**src/sv/sfb_pkg.sv**
```systemverilog
// ----------------------------------------------------------------------------
// sfb_pkg
// Shared codes, types and the byte stuffing helper of the stuffed frame builder.
// ----------------------------------------------------------------------------
package sfb_pkg;

  // Input request operations
  localparam logic [1:0] OP_START = 2'd0;
  localparam logic [1:0] OP_DATA  = 2'd1;
  localparam logic [1:0] OP_END   = 2'd2;
  localparam logic [1:0] OP_NONE  = 2'd3;

  // Configuration register indexes
  localparam logic [2:0] REG_FLAG    = 3'd0;
  localparam logic [2:0] REG_ADDRESS = 3'd1;
  localparam logic [2:0] REG_SPEC_A  = 3'd2;
  localparam logic [2:0] REG_SPEC_B  = 3'd3;
  localparam logic [2:0] REG_ESCAPE  = 3'd4;
  localparam logic [2:0] REG_SUBST_A = 3'd5;
  localparam logic [2:0] REG_SUBST_B = 3'd6;

  localparam int unsigned BURST_MAX = 4;

  typedef logic [7:0] byte_t;

  // Escape settings as seen by the stuffing logic
  typedef struct packed {
    byte_t spec_a;
    byte_t spec_b;
    byte_t escape;
    byte_t subst_a;
    byte_t subst_b;
  } stuff_cfg_t;

  // One stuffed byte: either the byte itself or an escape pair
  typedef struct packed {
    logic  pair;
    byte_t first;
    byte_t second;
  } stuffed_t;

  function automatic stuffed_t stuff_byte(input byte_t b, input stuff_cfg_t c);
    stuffed_t s;
    s.pair   = 1'b0;
    s.first  = b;
    s.second = b;
    if (b == c.spec_a) begin
      s.pair   = 1'b1;
      s.first  = c.escape;
      s.second = c.subst_a;
    end else if (b == c.spec_b) begin
      s.pair   = 1'b1;
      s.first  = c.escape;
      s.second = c.subst_b;
    end
    return s;
  endfunction

endpackage

```
**src/sv/stuffed_frame_builder_unit.sv**
```systemverilog
// ----------------------------------------------------------------------------
// stuffed_frame_builder_unit
// Byte-stuffing frame builder with an XOR block check byte.
// ----------------------------------------------------------------------------
// Each accepted request other than opcode three becomes a burst of one to four
// line bytes held in a small burst register, which then drains one byte per
// cycle on the result channel while out_ready is high. A start request gives
// four bytes (flag, address, control, address XOR control), a data request one
// byte or an escape pair of two, and an end request the stuffed check byte and
// the closing flag (two or three bytes). The result port's drain sets the
// pace: plain data streams at one request per cycle while out_ready is high,
// and an escaped byte holds off the next request until both bytes of its pair
// are taken. The next request is taken in the same cycle as the last byte of
// the current burst is taken, so there is no gap between bursts. Request
// opcode three is accepted and dropped. Configuration writes are always
// accepted; write them only while the block is idle.
// ----------------------------------------------------------------------------
module stuffed_frame_builder_unit (
  input  logic                clk,
  input  logic                rst_n,
  // request channel
  input  logic                in_valid,
  output logic                in_ready,
  input  logic [1:0]          in_opcode,
  input  sfb_pkg::byte_t      in_value,
  // line byte channel
  output logic                out_valid,
  input  logic                out_ready,
  output sfb_pkg::byte_t      out_line_byte,
  output logic                out_last_of_run,
  output logic                out_frame_done,
  // configuration write channel
  input  logic                cfg_valid,
  output logic                cfg_ready,
  input  logic [2:0]          cfg_index,
  input  sfb_pkg::byte_t      cfg_data
);
  import sfb_pkg::*;

  localparam int unsigned IdxW = $clog2(BURST_MAX);
  localparam int unsigned CntW = $clog2(BURST_MAX + 1);

  // Configuration registers
  byte_t flag_r, address_r, spec_a_r, spec_b_r, escape_r, subst_a_r, subst_b_r;
  // Running XOR of payload bytes since the last start
  byte_t check_r, check_nxt;

  // Burst register: bytes of the current request and its drain position
  byte_t                burst_r   [BURST_MAX];
  byte_t                burst_nxt [BURST_MAX];
  logic [CntW-1:0]      count_r, count_nxt;
  logic [IdxW-1:0]      idx_r, idx_nxt;
  logic                 end_r, end_nxt;

  logic                 in_take;
  logic                 out_take;
  logic                 at_last;
  logic                 load;
  stuff_cfg_t           scfg;
  stuffed_t             st_data;
  stuffed_t             st_check;
  logic [CntW-1:0]      next_pos;

  assign cfg_ready = 1'b1;

  // Configuration writes; indexes beyond the list are dropped
  always_ff @(posedge clk) begin
    if (!rst_n) begin
      flag_r    <= 8'd126;
      address_r <= 8'd3;
      spec_a_r  <= 8'd126;
      spec_b_r  <= 8'd125;
      escape_r  <= 8'd125;
      subst_a_r <= 8'd94;
      subst_b_r <= 8'd93;
    end else if (cfg_valid && cfg_ready) begin
      unique case (cfg_index)
        REG_FLAG:    flag_r    <= cfg_data;
        REG_ADDRESS: address_r <= cfg_data;
        REG_SPEC_A:  spec_a_r  <= cfg_data;
        REG_SPEC_B:  spec_b_r  <= cfg_data;
        REG_ESCAPE:  escape_r  <= cfg_data;
        REG_SUBST_A: subst_a_r <= cfg_data;
        REG_SUBST_B: subst_b_r <= cfg_data;
        default: ;
      endcase
    end
  end

  // Drain control: the burst is empty when count is zero
  assign next_pos  = CntW'(idx_r) + CntW'(1);
  assign at_last   = (count_r != '0) && (next_pos == count_r);
  assign out_valid = (count_r != '0);
  assign out_take  = out_valid && out_ready;
  // Take a new request when empty or when the last byte leaves this cycle
  assign in_ready  = !out_valid || (at_last && out_ready);
  assign in_take   = in_valid && in_ready;
  assign load      = in_take && (in_opcode != OP_NONE);

  assign out_line_byte   = burst_r[idx_r];
  assign out_last_of_run = at_last;
  assign out_frame_done  = at_last && end_r;

  assign scfg.spec_a  = spec_a_r;
  assign scfg.spec_b  = spec_b_r;
  assign scfg.escape  = escape_r;
  assign scfg.subst_a = subst_a_r;
  assign scfg.subst_b = subst_b_r;

  assign st_data  = stuff_byte(in_value, scfg);
  assign st_check = stuff_byte(check_r, scfg);

  // Advance the current burst and build the burst for the incoming request
  always_comb begin
    for (int i = 0; i < BURST_MAX; i++) begin
      burst_nxt[i] = burst_r[i];
    end
    count_nxt = count_r;
    idx_nxt   = idx_r;
    end_nxt   = end_r;
    check_nxt = check_r;

    // advance or retire the current burst
    if (out_take) begin
      if (at_last) begin
        count_nxt = '0;
        idx_nxt   = '0;
      end else begin
        idx_nxt = next_pos[IdxW-1:0];
      end
    end

    if (load) begin
      idx_nxt = '0;
      unique case (in_opcode)
        OP_START: begin
          burst_nxt[0] = flag_r;
          burst_nxt[1] = address_r;
          burst_nxt[2] = in_value;
          burst_nxt[3] = address_r ^ in_value;
          count_nxt    = CntW'(4);
          end_nxt      = 1'b0;
          check_nxt    = '0;
        end
        OP_DATA: begin
          burst_nxt[0] = st_data.first;
          burst_nxt[1] = st_data.second;
          count_nxt    = st_data.pair ? CntW'(2) : CntW'(1);
          end_nxt      = 1'b0;
          check_nxt    = check_r ^ in_value;
        end
        OP_END: begin
          burst_nxt[0] = st_check.first;
          burst_nxt[1] = st_check.pair ? st_check.second : flag_r;
          burst_nxt[2] = flag_r;
          count_nxt    = st_check.pair ? CntW'(3) : CntW'(2);
          end_nxt      = 1'b1;
        end
        default: ;
      endcase
    end
  end

  always_ff @(posedge clk) begin
    if (!rst_n) begin
      count_r <= '0;
      idx_r   <= '0;
      end_r   <= 1'b0;
      check_r <= '0;
    end else begin
      count_r <= count_nxt;
      idx_r   <= idx_nxt;
      end_r   <= end_nxt;
      check_r <= check_nxt;
    end
  end

  // Burst bytes are payload: no reset
  always_ff @(posedge clk) begin
    for (int i = 0; i < BURST_MAX; i++) begin
      burst_r[i] <= burst_nxt[i];
    end
  end

endmodule

```
**config.mk**
```make
export PLATFORM = sky130hd
export DESIGN_NAME = stuffed_frame_builder_unit
export DESIGN_NICKNAME = d
export VERILOG_FILES = /design/src/sv/sfb_pkg.sv /design/src/sv/stuffed_frame_builder_unit.sv
export SDC_FILE = /design/constraint.sdc
export NUM_CORES = 1
export LEC_CHECK = 0
export BUFFER_PORTS_ARGS = -buffer_cell sky130_fd_sc_hd__buf_2
export CAP_MARGIN = 10
export CORE_UTILIZATION = 40
export DETAILED_ROUTE_END_ITERATION = 12
export SETUP_SLACK_MARGIN = 0.4
export SKIP_LAST_GASP = 1
export SYNTH_ARGS = -nofsm -noshare
export SYNTH_HDL_FRONTEND = slang
export SYNTH_SLANG_ARGS = --single-unit
```
**constraint.sdc**
```tcl
create_clock -name clk -period 8.4 [get_ports clk]
set_input_delay 0 -clock clk [delete_from_list [all_inputs] [get_ports clk]]
set_output_delay 0 -clock clk [all_outputs]
set_load 0.01 [all_outputs]
```
==> summary.md <==
| Metric | Value |
|---|---|
| Syn Nets | `606` |
| Sequential area share after synthesis | `44.5%` |
| Residual DRC count | `0` |
| Max Cap Violations | `0` |
| Post-synth ARST share | `0%` |
| Max Clock Freq | `318 MHz` |
| Initial antenna violation count | `0` |
| Startpoint type of the worst setup path | `flop` |
| Syn Area/Cell | `9.38 sq um` |
| Worst path slowest cell | `nor2_2` |
| First-pass GRT wire length | `21600 um` |
| Die Y | `118 um` |
| Worst Path Max Fanout | `16` |
| HP Class | `in2reg` |
| DRT antenna net count | `0` |
| Filler Cell Count | `1260` |
| Routed WL per cell | `17.9 um` |
| Setup violations, final | `0` |
| Final hold slack | `0.0179 ns` |
| Gate Count Post-Synth | `575` |
| CP max stage delay | `0.73 ns` |
| DIE WIDTH | `118 um` |
| Worst-path cell chain | `ha_1 -> xor2_1 -> or4b_1 -> a211o_1 -> nor2_2` |
| FP Rows | `42` |
| Final HPWL DP | `10100 um` |
| Crit path buffers/inverters | `0` |
| Cell taking the most area after synthesis | `dfxtp_1` |
| Die area | `14000 sq um` |
| Register bit total from synthesis | `104` |
| Area of the multi-input gates | `2810 sq um` |
| Leakage | `2.32 nW` |
| Final Skew | `0.00757 ns` |
| Area grow syn2layout | `10.9%` |
| Core region area | `13200 sq um` |
| Reg area | `2400 sq um` |
| DR pass1 iterations | `4` |
| Syn Std Cell Area | `5390 sq um` |
| Crit path DAT | `3.12 ns` |
| Vias in the first global route | `3982` |
| Setup TNS | `0 ns` |
| Final wirelength | `13800 um` |
| CTS tree | `built` |
| GRT overflow | `0` |
| TritonCTS Buffers | `9` |
| Initial Utilization | `40.9%` |
| Setup bufs post-CTS | `0` |
| Count leader, synth | `nand2_1` |
| Final GP Congestion | `0.907` |
| CP required | `8.38 ns` |
| Share of layout cells above drive strength 1 | `13.8%` |
| Clk sinks | `104` |
| Hold Fails Final Rpt | `0` |
| Top cell type's share of synthesized area | `26.7%` |
| Worst slew pin tran | `1.17 ns` |
| Largest cells by area after synthesis | `dfxtp_1 27%, edfxtp_1 18%, nand2_1 9.5%` |
| Post-synth top cells | `136 x nand2_1, 72 x dfxtp_1, 43 x nand3_1` |
| Root Buffer | `clkbuf_16` |
| Worst vdd rail ir drop | `105 uV` |
| Clock Tree Buf Depth | `2` |
| Crit Path Class | `reg2reg` |
| # diodes | `0` |
| Via Count | `4232` |
| I/O pins | `39` |
| Nets | `620` |
| Pin count of the biggest net entering global routing | `71` |
| Unrepaired setup endpoints after global routing | `no` |
| Synth Flop Type | `dfxtp_1` |
| Status | `complete, no violations` |
| Netlist cell types | `39` |
| Htree depth | `3` |
| Pwr dens | `183 nW/um^2` |
| Drt via density | `5.50` |
| Final Critical Period | `3.14 ns` |
| Final Cycle Share | `37.4%` |
| Worst slew margin | `22.3%` |
| Synth warnings | `0` |
| CTS resizes | `0` |
| GRT Util Overall | `20.4%` |
| IO buf count | `37` |
| Critical Path Sink Type | `flop` |
| Worst-path clk slew | `0.07 ns` |
| Clk_lat worst skew | `0.35 ns` |
| Cell family with most CP delay | `simple AND/OR/NAND/NOR gates` |
| Drt initial violations | `217` |
| Post-synth EDFFs | `32` |
| Max-slew violation count | `0` |
## sequential cells by signal, summed over array words and instances, names as in the netlist, named ones only
signal     count
address_r      8
burst_r       32
check_r        8
count_r        3
end_r          1
escape_r       8
flag_r         8
idx_r          2
spec_a_r       8
spec_b_r       8
subst_a_r      8
subst_b_r      8
## tightest hold or removal path, cell delays in order
cell,delay [ns]
buf_2,0.17
nand2_1,0.08
nand3_1,0.06
## layer usage
layer	wire (um)	vias up	track usage (%)
met5	0	-	0
met4	354	0	8.33
met3	692	26	3.78
met2	6120	134	30.6
met1	6630	2043	29.0
li1	-	2029	-
## metrics by stage
stage	worst slack [ns]	power, mW	utilization (%)	cell area (sq um)	cells
2_1_floorplan	5.40	0.651	-	5390	575
3_3_place_gp	5.00	0.689	42.6	5620	748
3_5_place_dp	4.87	0.692	42.6	5620	748
4_1_cts	4.85	1.10	45.3	5980	770
5_1_grt	5.10	1.13	45.4	5980	770
6_report	5.26	1.09	45.4	5980	770
## cell type report
cell class / count / share of cell area, %
Multi-Input combinational cell: 428 / 46.9
Sequential cell: 104 / 40.2
Clock buffer: 14 / 4.77
Timing Repair Buffer: 43 / 4.10
Tap cell: 176 / 3.68
Clock inverter: 2 / 0.188
Inverter: 3 / 0.188
## final timing paths
check	slack, ns	start	cells past startpoint	endpoint
min reg2reg	0.48	end_r	2	end_r
max reg2reg	5.26	idx_r[0]	5	burst_r[1][3]
max	5.26	idx_r[0]	5	burst_r[1][3]
min	0.02	cfg_data[6]	3	spec_b_r[6]
## cells by family (layout without fill, tap and decap cells)
| kind of cell | after synthesis | after routing | share of synthesized area [%] |
|---|---|---|---|
| flip-flops | 104 | 104 | 44.5 |
| multiplexers | 56 | 56 | 12.6 |
| other | 1 | 1 | 0.0695 |
| XOR/XNOR | 43 | 43 | 6.98 |
| buffers and inverters | 43 | 62 | 3.46 |
| AO/OA/AOI/OAI | 72 | 72 | 9.39 |
| adder cells (fa/ha/maj) | 5 | 5 | 1.16 |
| AND/OR/NAND/NOR | 251 | 251 | 21.8 |
## cells in the final DEF, fill, tap and decap left out, drive strengths merged, types with 3 or more instances in the layout
cell type / netlist / layout
a21boi: 29 / 29
a21oi: 20 / 20
and2: 3 / 3
buf: 15 / 37
clkbuf: 25 / 14
dfxtp: 72 / 72
dlygate4sd3: 0 / 6
edfxtp: 32 / 32
ha: 5 / 5
inv: 3 / 4
mux2: 16 / 16
mux2i: 32 / 32
mux4: 8 / 8
nand2: 136 / 136
nand2b: 11 / 11
nand3: 43 / 43
nand3b: 8 / 8
nor2: 12 / 12
nor2b: 12 / 12
nor3: 13 / 13
nor4: 6 / 6
o21ai: 4 / 4
o221ai: 16 / 16
xnor2: 9 / 9
xor2: 34 / 34
## report_power, final
part / leakage (nW) / internal (mW) / switching (mW)
combinational: 1.29 / 0.0510 / 0.0747
sequential: 0.881 / 0.541 / 0.0178
clock: 0.145 / 0.234 / 0.176
total: 2.32 / 0.826 / 0.269
## repair_timing
action,in CTS,in global routing
endpoints found under the hold margin,29,0
setup endpoints to repair,0,0
hold buffers,6,0
Power figures use the tool's default switching activity.
